$ cat config.mk
export PLATFORM = sky130hd
export DESIGN_NAME = priority_ready_queue_core
export DESIGN_NICKNAME = d
export VERILOG_FILES = /design/src/hdl/prq_pkg.sv /design/src/hdl/priority_ready_queue_core.sv /design/src/hdl/prq_ram.sv
export SDC_FILE = /design/constraint.sdc
export NUM_CORES = 1
export LEC_CHECK = 0
export BUFFER_PORTS_ARGS = -buffer_cell sky130_fd_sc_hd__buf_2
export CORE_UTILIZATION = 42
export CTS_BUF_LIST = sky130_fd_sc_hd__clkbuf_16
export DETAILED_ROUTE_END_ITERATION = 10
export MAX_ROUTING_LAYER = met4
export REMOVE_ABC_BUFFERS = 1
export SETUP_SLACK_MARGIN = 0.05
export SLEW_MARGIN = 20
export SYNTH_ARGS = -nofsm -noshare
export SYNTH_HDL_FRONTEND = slang
export SYNTH_HIERARCHICAL = 1
export SYNTH_SLANG_ARGS = --single-unit
export TNS_END_PERCENT = 5
$ cat constraint.sdc
create_clock -name clk_i -period 13.2 [get_ports clk_i]
set_clock_uncertainty 0.15 [all_clocks]
set_input_delay 1.32 -clock clk_i [delete_from_list [all_inputs] [get_ports clk_i]]
set_output_delay 1.32 -clock clk_i [all_outputs]
set_load 0.01 [all_outputs]
$ cat src/hdl/prq_pkg.sv
// ----------------------------------------------------------------------------
// prq_pkg: shared types for the priority ready queue
// Request and result beat layouts, request modes and sequencer states.
// ----------------------------------------------------------------------------
package prq_pkg;

  // request modes, the unused code is refused by the core
  typedef enum logic [1:0] {
    MODE_INSERT = 2'd0,
    MODE_REMOVE = 2'd1,
    MODE_POP    = 2'd2
  } prq_mode_e;

  // sequencer states
  typedef enum logic [2:0] {
    ST_IDLE,
    ST_WALK,
    ST_LINK,
    ST_UNLINK,
    ST_DONE
  } prq_state_e;

  // request beat
  typedef struct packed {
    prq_mode_e  mode;
    logic [4:0] job_id;
    logic [4:0] job_priority;
  } prq_in_t;

  // result beat
  typedef struct packed {
    logic [4:0] result_job;
    logic       empty_flag;
    logic       error_flag;
  } prq_out_t;

endpackage

$ cat src/hdl/priority_ready_queue_core.sv
// ----------------------------------------------------------------------------
// priority_ready_queue_core: priority ordered ready queue of job ids
// Doubly linked list of jobs in three small memories, walked by a sequencer.
// ----------------------------------------------------------------------------
// One request beat is taken at a time. On insert, the sequencer passes
// every queued job with a priority number not above the new one (at most
// JOB_COUNT - 1 of them), walking the list one entry per cycle through the
// registered read port of the link and priority memories, with a single
// compare against the stored priority, then links the job in between its
// neighbours. Remove and pop go through the unlink state, refused requests
// and pop on an empty queue go to the done state. The next request is taken
// as soon as the result sits in the output register, even if not yet taken.
// Equal priorities keep arrival order; insert of a queued job, removal of an
// absent job and the unused mode code give a result with the error flag set.
module priority_ready_queue_core import prq_pkg::*; #(
  parameter int unsigned JOB_COUNT       = 32,
  parameter int unsigned PRIORITY_LEVELS = 32
) (
  input  logic     clk_i,
  input  logic     rst_ni,
  input  logic     in_valid_i,
  output logic     in_ready_o,
  input  prq_in_t  in_data_i,
  output logic     out_valid_o,
  input  logic     out_ready_i,
  output prq_out_t out_data_o
);

  localparam int unsigned IdxW  = (JOB_COUNT > 1) ? $clog2(JOB_COUNT) : 1;
  localparam int unsigned LinkW = $clog2(JOB_COUNT + 1);
  localparam int unsigned PrioW = (PRIORITY_LEVELS > 1) ? $clog2(PRIORITY_LEVELS) : 1;
  localparam logic [LinkW-1:0] NullLink = LinkW'(JOB_COUNT);
  localparam logic [PrioW-1:0] PrioMax  = PrioW'(PRIORITY_LEVELS - 1);

  prq_state_e           state_q, state_d;
  logic [IdxW-1:0]      job_q, job_d;
  logic [PrioW-1:0]     prio_q, prio_d;
  logic [LinkW-1:0]     cur_q, cur_d;
  logic [LinkW-1:0]     pv_q, pv_d;
  logic [LinkW-1:0]     head_q, head_d;
  logic [LinkW-1:0]     tail_q, tail_d;
  logic [JOB_COUNT-1:0] mark_q, mark_d;
  prq_out_t             res_q, res_d;
  prq_out_t             out_q, out_d;
  logic                 out_valid_q, out_valid_d;

  // memory ports
  logic [IdxW-1:0]  rd_addr;
  logic             next_we, prev_we, prio_we;
  logic [IdxW-1:0]  next_waddr, prev_waddr;
  logic [LinkW-1:0] next_wdata, prev_wdata;
  logic [LinkW-1:0] next_rdata, prev_rdata;
  logic [PrioW-1:0] prio_rdata;

  // request decode
  logic             in_job_ok;
  logic [IdxW-1:0]  in_job_idx;
  logic [PrioW-1:0] in_prio_sat;
  logic             head_is_job;
  logic [LinkW-1:0] job_link;
  logic [LinkW-1:0] walk_pv;

  assign in_job_ok   = 32'(in_data_i.job_id) < JOB_COUNT;
  assign in_job_idx  = IdxW'(in_data_i.job_id);
  assign in_prio_sat = (32'(in_data_i.job_priority) >= PRIORITY_LEVELS)
                       ? PrioMax
                       : PrioW'(in_data_i.job_priority);
  assign head_is_job = head_q != NullLink;
  assign job_link    = LinkW'(job_q);
  assign walk_pv     = (cur_q == NullLink) ? tail_q : prev_rdata;

  // link and priority stores
  prq_ram #(.WIDTH(LinkW), .DEPTH(JOB_COUNT)) u_next_ram (
    .clk_i   (clk_i),
    .we_i    (next_we),
    .waddr_i (next_waddr),
    .wdata_i (next_wdata),
    .raddr_i (rd_addr),
    .rdata_o (next_rdata)
  );

  prq_ram #(.WIDTH(LinkW), .DEPTH(JOB_COUNT)) u_prev_ram (
    .clk_i   (clk_i),
    .we_i    (prev_we),
    .waddr_i (prev_waddr),
    .wdata_i (prev_wdata),
    .raddr_i (rd_addr),
    .rdata_o (prev_rdata)
  );

  prq_ram #(.WIDTH(PrioW), .DEPTH(JOB_COUNT)) u_prio_ram (
    .clk_i   (clk_i),
    .we_i    (prio_we),
    .waddr_i (job_q),
    .wdata_i (prio_q),
    .raddr_i (rd_addr),
    .rdata_o (prio_rdata)
  );

  // sequencer registers
  always_ff @(posedge clk_i or negedge rst_ni) begin
    if (!rst_ni) begin
      state_q     <= ST_IDLE;
      head_q      <= NullLink;
      tail_q      <= NullLink;
      mark_q      <= '0;
      out_valid_q <= 1'b0;
    end else begin
      state_q     <= state_d;
      head_q      <= head_d;
      tail_q      <= tail_d;
      mark_q      <= mark_d;
      out_valid_q <= out_valid_d;
    end
  end

  // working and payload registers
  always_ff @(posedge clk_i) begin
    job_q  <= job_d;
    prio_q <= prio_d;
    cur_q  <= cur_d;
    pv_q   <= pv_d;
    res_q  <= res_d;
    out_q  <= out_d;
  end

  // next state, memory control and result
  always_comb begin
    state_d     = state_q;
    job_d       = job_q;
    prio_d      = prio_q;
    cur_d       = cur_q;
    pv_d        = pv_q;
    head_d      = head_q;
    tail_d      = tail_q;
    mark_d      = mark_q;
    res_d       = res_q;
    out_d       = out_q;
    out_valid_d = out_valid_q && !out_ready_i;
    rd_addr     = head_q[IdxW-1:0];
    next_we     = 1'b0;
    prev_we     = 1'b0;
    prio_we     = 1'b0;
    next_waddr  = job_q;
    prev_waddr  = job_q;
    next_wdata  = cur_q;
    prev_wdata  = walk_pv;
    in_ready_o  = state_q == ST_IDLE;

    case (state_q)
      ST_IDLE: begin
        if (in_valid_i) begin
          job_d  = in_job_idx;
          prio_d = in_prio_sat;
          res_d  = '{result_job: in_data_i.job_id, empty_flag: 1'b0, error_flag: 1'b0};
          case (in_data_i.mode)
            MODE_INSERT: begin
              if (!in_job_ok || mark_q[in_job_idx]) begin
                res_d.error_flag = 1'b1;
                state_d          = ST_DONE;
              end else begin
                cur_d   = head_q;
                state_d = ST_WALK;
              end
            end
            MODE_REMOVE: begin
              if (!in_job_ok || !mark_q[in_job_idx]) begin
                res_d.error_flag = 1'b1;
                state_d          = ST_DONE;
              end else begin
                rd_addr = in_job_idx;
                state_d = ST_UNLINK;
              end
            end
            MODE_POP: begin
              if (!head_is_job) begin
                res_d   = '{result_job: 5'd0, empty_flag: 1'b1, error_flag: 1'b0};
                state_d = ST_DONE;
              end else begin
                res_d.result_job = 5'(head_q);
                job_d            = head_q[IdxW-1:0];
                state_d          = ST_UNLINK;
              end
            end
            default: begin
              res_d   = '{result_job: 5'd0, empty_flag: 1'b0, error_flag: 1'b1};
              state_d = ST_DONE;
            end
          endcase
        end
      end

      // one list entry per cycle, read data belongs to cur_q
      ST_WALK: begin
        if (cur_q != NullLink && !(prio_rdata > prio_q)) begin
          cur_d   = next_rdata;
          rd_addr = next_rdata[IdxW-1:0];
        end else begin
          next_we = 1'b1;
          prev_we = 1'b1;
          prio_we = 1'b1;
          pv_d    = walk_pv;
          state_d = ST_LINK;
        end
      end

      // hook the new job in between pv_q and cur_q
      ST_LINK: begin
        if (cur_q != NullLink) begin
          prev_we    = 1'b1;
          prev_waddr = cur_q[IdxW-1:0];
          prev_wdata = job_link;
        end else begin
          tail_d = job_link;
        end
        if (pv_q != NullLink) begin
          next_we    = 1'b1;
          next_waddr = pv_q[IdxW-1:0];
          next_wdata = job_link;
        end else begin
          head_d = job_link;
        end
        mark_d[job_q] = 1'b1;
        state_d       = ST_DONE;
      end

      // read data holds the links of job_q
      ST_UNLINK: begin
        if (next_rdata != NullLink) begin
          prev_we    = 1'b1;
          prev_waddr = next_rdata[IdxW-1:0];
          prev_wdata = prev_rdata;
        end else begin
          tail_d = prev_rdata;
        end
        if (prev_rdata != NullLink) begin
          next_we    = 1'b1;
          next_waddr = prev_rdata[IdxW-1:0];
          next_wdata = next_rdata;
        end else begin
          head_d = next_rdata;
        end
        mark_d[job_q] = 1'b0;
        state_d       = ST_DONE;
      end

      // hand the result to the output register once it is free
      ST_DONE: begin
        if (!out_valid_q || out_ready_i) begin
          out_d       = res_q;
          out_valid_d = 1'b1;
          state_d     = ST_IDLE;
        end
      end

      default: begin
        state_d = ST_IDLE;
      end
    endcase
  end

  assign out_valid_o = out_valid_q;
  assign out_data_o  = out_q;

  // head and tail are null together
  assert property (@(posedge clk_i) disable iff (!rst_ni)
    (head_q == NullLink) == (tail_q == NullLink))
    else $error("head and tail disagree on empty queue");

  // queue marks agree with the list being empty
  assert property (@(posedge clk_i) disable iff (!rst_ni)
    (mark_q == '0) == (head_q == NullLink))
    else $error("queued marks disagree with list head");

  // an accepted request starts the sequencer
  assert property (@(posedge clk_i) disable iff (!rst_ni)
    in_valid_i && in_ready_o |=> state_q != ST_IDLE)
    else $error("accepted request left sequencer idle");

  // a finished result reaches the output register
  assert property (@(posedge clk_i) disable iff (!rst_ni)
    state_q == ST_DONE && (!out_valid_q || out_ready_i) |=> out_valid_q && state_q == ST_IDLE)
    else $error("result not handed to output register");

endmodule

$ cat src/hdl/prq_ram.sv
// ----------------------------------------------------------------------------
// prq_ram: generic single write, single read memory
// One write port and one read port, read data registered.
// ----------------------------------------------------------------------------
module prq_ram #(
  parameter int unsigned WIDTH = 8,
  parameter int unsigned DEPTH = 32,
  localparam int unsigned AddrW = (DEPTH > 1) ? $clog2(DEPTH) : 1
) (
  input  logic             clk_i,
  input  logic             we_i,
  input  logic [AddrW-1:0] waddr_i,
  input  logic [WIDTH-1:0] wdata_i,
  input  logic [AddrW-1:0] raddr_i,
  output logic [WIDTH-1:0] rdata_o
);

  logic [WIDTH-1:0] mem_q [DEPTH];
  logic [WIDTH-1:0] rdata_q;

  // write port
  always_ff @(posedge clk_i) begin
    if (we_i) begin
      mem_q[waddr_i] <= wdata_i;
    end
  end

  // registered read port
  always_ff @(posedge clk_i) begin
    rdata_q <= mem_q[raddr_i];
  end

  assign rdata_o = rdata_q;

endmodule
==> results.yml, run 1 <==
grt:
  grt.total_usage: 0.1969
  globalRoute.totalOverflow: 0
  grt_pass1_wl_um: 88940
  grt_util_met2: 0.3057
  antenna_found_initial: 0
  grt-busiest-layer: "met2"
  use_met1: 0.2713
  grt_max_degree: 97
  grt_pass1_vias: 13620
  grtUsageMet3: 0.02940
pwr:
  pwr_density_cell_nw_per_um2: 224.3
  irDropWorstVdd_v: 0.0001219
  power_mw: 6.591
  p_leak_nw: 9.341
die:
  initial_core_util: 0.4251
  dieArea_um2: 63470
  top_level_ports: 25
  placement_rows: 91
  core_area_um2: 61710
  die_w_um: 251.9
  die_h_um: 251.9
route:
  vias: 13480
  drc_errors: 0
  final_antenna_net_count: 0
  dr.pass1.iters: 6
  wire_per_inst_um: 25.25
  viasPerCell: 5.748
  drtIter0Drc: 1260
  routed_wl_um: 59230
worst_setup_path:
  critPathLaunch: "in_data_i[5]"
  crit_end: "u_next_ram/rdata_o[3]$_DFF_P_"
  crit_slowest_cell: "a221o_4"
  reg2reg_slack_ps: 7310
  r2r_start: "prio_q[3]$_DFFE_PP_"
  worstPathMaxFanout: 96
  arrival_ps: 6450
  cp_data_required_time_ps: 13540
  slowest_delay_ps: 850
  worstSetupPathType: "in -> reg"
  worstSetupStartpointType: "input pin"
  path_cells: "buf_2 > mux2i_1 > mux4_2 > nor3_1 > or4_4 > a31oi_1 > a221o_4 > buf_12 > mux4_2 > mux4_2 > mux2_2"
  reg2reg_to: "u_next_ram/rdata_o[3]$_DFF_P_"
  ff2ff_path_depth: 13
  cpMostUsedCell: "mux4_2"
  end_kind: "flop"
sta:
  period_needed_ps: 6114
  rsz0062_at_grt: "no"
  hold_violations: 0
  worst_slack_ps: 7086
  setup_viol_count_final: 0
  hold_ws_ps: 270.9
  tightest_slew_ps: 1116
  fin_crit_sh: 0.4632
  slew_headroom: 0.2480
  fin_setup_tns_ps: 0
  max_freq_mhz: 163.6
  drv_slew: 0
synth:
  yosysSeqAreaShare: 0.7227
  synthTopCellsByArea: "edfxtp_1 (66%), mux4_2 (15%), dfrtp_1 (4.4%), nor2_1 (1.8%), dfxtp_1 (1.3%)"
  yosysTopAreaCell: "edfxtp_1"
  synthFlopType: "edfxtp_1"
  ys_types: 50
  ys_ff_latch: 645
  yosys_warnings: 6
  synth.avg_cell_area_um2: 18.55
  synth_area_um2: 26240
  synth.most_common_cell: "edfxtp_1"
  synth_top_area_share: 0.6639
  synthTopCellsByCount: "edfxtp_1 (580), mux4_2 (173), nor2_1 (128), nand2_1 (72), o21ai_0 (63)"
  netlist_instances: 1414
  synth_edf_count: 580
  async_reset_ff_frac: 0.07442
placement:
  gp_congestion: 0.8233
  port_buffers: 24
  place_hpwl_um: 36120
  post-place-ws_ps: 6375
cts:
  cts.clk_slew.worst_paths_ps: 60
  cts-root-buf: "clkbuf_16"
  cts_tree: "built"
  cts_setup_buffers: 0
  h-tree-depth: 3
  clock_path_buffers: 3
  cts_buffers: 68
  cts_resized: 0
  ctsHoldBuffers: 0
  clk-insertion-delay-late_ps: 610
  cts_num_sinks: 645
layout:
  nets: 1480
  multi_input_area_um2: 6934
  nFillCells: 5123
  area_growth_pct: 12.01
  final_util: 0.4762
  num_antenna_cells: 0
  drive_gt1_frac: 0.2412
  regArea_um2: 18960
job:
  cap_viol_max_count: 0
status:
  status: "completed"
min_path:
  hold_path.class: "reg -> reg"
  worstHoldPathCells: 0
## through the flow
stage	instance area, µm²	std cells
global route	29390	2346
CTS	29330	2343
global placement	27270	2223
floorplan	25880	1340
detailed placement	27280	2223
finish	29390	2346
## flip-flops by register name, summed over array words and instances, names as in the netlist, named ones only
register,cells
u_prev_ram/rdata_o,6
head_q,6
state_q,3
tail_q,6
res_q,7
u_next_ram/mem_q,192
out_data_o,7
u_prev_ram/mem_q,192
prio_q,5
u_next_ram/rdata_o,6
out_valid_o,1
pv_q,6
cur_q,6
job_q,5
u_prio_ram/rdata_o,5
u_prio_ram/mem_q,160
## logic make-up after synthesis
kind of cell	synth area share
AO/OA/AOI/OAI	0.03377
multiplexers	0.1703
XOR/XNOR	0.0003339
AND/OR/NAND/NOR	0.05508
flip-flops	0.7227
buffers and inverters	0.01540
adder cells (fa/ha/maj)	0.002385
## worst max-delay path, delay by kind of cell
kind / cells / cell delay (ps)
multiplexers: 5 / 1990
AO/OA/AOI/OAI: 2 / 1290
buffers and inverters: 2 / 1110
AND/OR/NAND/NOR: 2 / 630
## cells in the final DEF, fill, tap and decap left out, drive strengths merged, types with 4 or more instances in the layout
master / count
edfxtp: 580
mux4: 173
nor2: 128
nand2: 72
clkbuf: 71
o21ai: 63
buf: 49
dfrtp: 46
o31ai: 33
a21oi: 32
clkinv: 30
mux2i: 29
inv: 29
mux2: 25
nand3b: 24
dfxtp: 17
nand3: 13
or3b: 11
and2: 9
or3: 9
nor2b: 7
nor4: 6
a22oi: 6
nor3: 6
ha: 5
and3: 4
a221o: 4
## layout make-up
cell class,count,area share
clock inverter,49,0.009325
tap,837,0.03564
clock buffer,71,0.06046
timing repair buffer,49,0.01167
sequential,645,0.6453
inverter,13,0.001661
multi-input combinational,682,0.2360
## report_power, final
group / total (mW) / internal [mW] / switching (mW)
clock network: 1.76 / 0.993 / 0.768
registers: 2.80 / 2.66 / 0.140
logic: 2.03 / 0.883 / 1.15
total: 6.59 / 4.53 / 2.06
## layer usage
metal,part of all wire,vias to the layer above
met5,0,-
li1,-,5821
met4,0.018,0
met2,0.49,429
met3,0.055,93
met1,0.43,7141
## worst min path at each step
stage / slack (ps) / to / from
floorplan: 250 / out_data_o[0]$_DFFE_PP_ / res_q[0]$_DFFE_PP_
global placement: 260 / out_data_o[2]$_DFFE_PP_ / res_q[2]$_DFFE_PP_
detailed placement: 260 / out_data_o[5]$_DFFE_PP_ / res_q[5]$_DFFE_PP_
CTS: 270 / out_data_o[5]$_DFFE_PP_ / res_q[5]$_DFFE_PP_
global route: 270 / out_data_o[5]$_DFFE_PP_ / res_q[5]$_DFFE_PP_
finish: 270 / out_data_o[1]$_DFFE_PP_ / res_q[1]$_DFFE_PP_
Power figures use the tool's default switching activity.
==> run 2, diff against run 1 <==
==> constraint.sdc (replaced) <==
create_clock -name clk_i -period 5.42 [get_ports clk_i]
set_clock_uncertainty 0.15 [all_clocks]
set_input_delay 0.542 -clock clk_i [delete_from_list [all_inputs] [get_ports clk_i]]
set_output_delay 0.542 -clock clk_i [all_outputs]
set_load 0.01 [all_outputs]
==> run 2 against run 1 <==
Effect of this change:
- clock power increased to 2.6 times the previous value
- sequential power increased by 140%
- count of clock-buffer cells in the layout unchanged
- critical path depth increased by 2
- cell area increased by 1.4%
- largest cell class unchanged
- largest power group unchanged
- highest routed layer unchanged
==> results.yml, run 2 (same netlist as run 1, synthesis figures left out) <==
status:
  status: "completed"
pwr:
  p_int_mw: 11.45
  pwr-share-clk: 0.273
  pwr_density_cell_nw_per_um2: 553.5
  p_sw_mw: 5.042
  power_mw: 16.49
  irDropWorstVdd_v: 0.0002913
  combinationalPowerShare: 0.315
  p_sw_frac: 0.3058
  p_seq_frac: 0.412
  p_leak_nw: 9.556
cts:
  cts-root-buf: "clkbuf_16"
  cts_setup_buffers: 0
  clock_path_buffers: 3
  cts_num_sinks: 645
  cts_tree: "built"
  clk-insertion-delay-late_ps: 600
  h-tree-depth: 3
  cts_buffers: 68
  cts.clk_slew.worst_paths_ps: 60
  cts_resized: 0
  ctsHoldBuffers: 6
worst_setup_path:
  worstPathMaxFanout: 35
  worstSetupPathType: "reg -> reg"
  end_kind: "flop"
  cp_data_required_time_ps: 5760
  worstSetupStartpointType: "flop"
  arrival_ps: 4900
grt:
  grt_pass1_wl_um: 86570
  globalRoute.totalOverflow: 0
  antenna_found_initial: 1
  grt_max_degree: 49
  grt.total_usage: 0.1891
  grt_pass1_vias: 13700
sta:
  fin_crit_sh: 0.8419
  hold_violations: 0
  setup_viol_count_final: 0
  rsz0062_at_grt: "no"
  drv_slew: 0
  fin_setup_tns_ps: 0
  period_needed_ps: 4563
  max_freq_mhz: 219.1
  tightest_slew_ps: 1068
  slew_headroom: 0.2863
die:
  core_area_um2: 61710
  dieArea_um2: 63470
  placement_rows: 91
  top_level_ports: 25
  die_h_um: 251.9
  initial_core_util: 0.4251
  die_w_um: 251.9
placement:
  place_hpwl_um: 35990
  gp_congestion: 0.8126
  port_buffers: 24
layout:
  final_cell_mix: "edfxtp_1 (580), mux4_2 (173), nor2_1 (128)"
  drive_gt1_frac: 0.2498
  reg_top3: "u_next_ram/mem_q x192, u_prev_ram/mem_q x192, u_prio_ram/mem_q x160"
  nets: 1505
  final_common_cell: "edfxtp_1"
  area_growth_pct: 13.56
route:
  viasPerCell: 5.620
  wire_per_inst_um: 23.88
  drtIter0Drc: 1238
  drc_errors: 0
  dr.pass1.iters: 5
  vias: 13350
  final_antenna_net_count: 0
  routed_wl_um: 56710
job:
  cap_viol_max_count: 0
min_path:
  hold_path.class: "in -> reg"
-- run 2: stage by stage --
| stage | cell area [µm²] | cells | utilization | hold slack [ps] | setup WS (ps) |
|---|---|---|---|---|---|
| global route | 29790 | 2375 | 0.4828 | 118.6 | 636.8 |
| finish | 29790 | 2375 | 0.4828 | 104.8 | 856.8 |
| global placement | 27560 | 2245 | 0.4466 | 253.0 | 548.2 |
| CTS | 29790 | 2374 | 0.4827 | 77.78 | 812.0 |
| detailed placement | 27560 | 2245 | 0.4466 | 256.2 | 510.0 |
| floorplan | 25880 | 1340 | - | 96.41 | -4181 |
-- run 2: worst paths after layout --
check / from / end / slack (ps) / cells past startpoint
setup / recovery: state_q[0]$_DFFE_PN0P_ / u_next_ram/rdata_o[2]$_DFF_P_ / 860 / 13
hold / removal: out_ready_i / out_valid_o$_DFF_PN0_ / 100 / 3
setup reg to reg: state_q[0]$_DFFE_PN0P_ / u_next_ram/rdata_o[2]$_DFF_P_ / 860 / 13
hold reg to reg: res_q[6]$_DFFE_PP_ / out_data_o[6]$_DFFE_PP_ / 270 / 0
max in group asynchronous: rst_ni / state_q[0]$_DFFE_PN0P_ / 4170 / 3
min in group asynchronous: rst_ni / asynchronous set/reset pin / 450 / 3
-- run 2: power by group through the flow --
| stage | clock network (mW) | registers [mW] | logic (mW) |
|---|---|---|---|
| 5_1_grt | 4.78 | 6.84 | 5.59 |
| 2_1_floorplan | 0 | 6.80 | 3.70 |
| 6_report | 4.50 | 6.80 | 5.19 |
| 3_5_place_dp | 0 | 6.90 | 5.27 |
| 4_1_cts | 4.62 | 6.81 | 5.29 |
| 3_3_place_gp | 0 | 6.90 | 5.17 |
-- run 2: cell type report --
cell class              count  area, µm²
clock inverters            52      386.6
well taps                 837       1047
repair buffers             74      648.1
inverters                  13      48.80
flip-flops and latches    645      18960
fillers                  5094      31920
multi-input cells         682       6922
clock buffers              71       1777
diodes                      1      2.502
-- run 2: metal layers --
metal,wire length (µm),up-vias,global-route usage
met5,0,-,-
met4,1200,0,0.05974
met3,3131,84,0.03064
met2,27800,437,0.2959
met1,24580,6969,0.2547
li1,-,5857,-
-- run 2: worst max-delay path, stage by stage, from the launching register on --
cell	delay [ps]
dfrtp_2	770
inv_1	360
nor3_2	190
buf_4	190
nand2_1	60
nor2_1	380
a31oi_1	140
buf_4	190
a221o_4	500
buf_12	230
buf_12	180
mux4_2	290
mux4_2	500
mux2_2	290
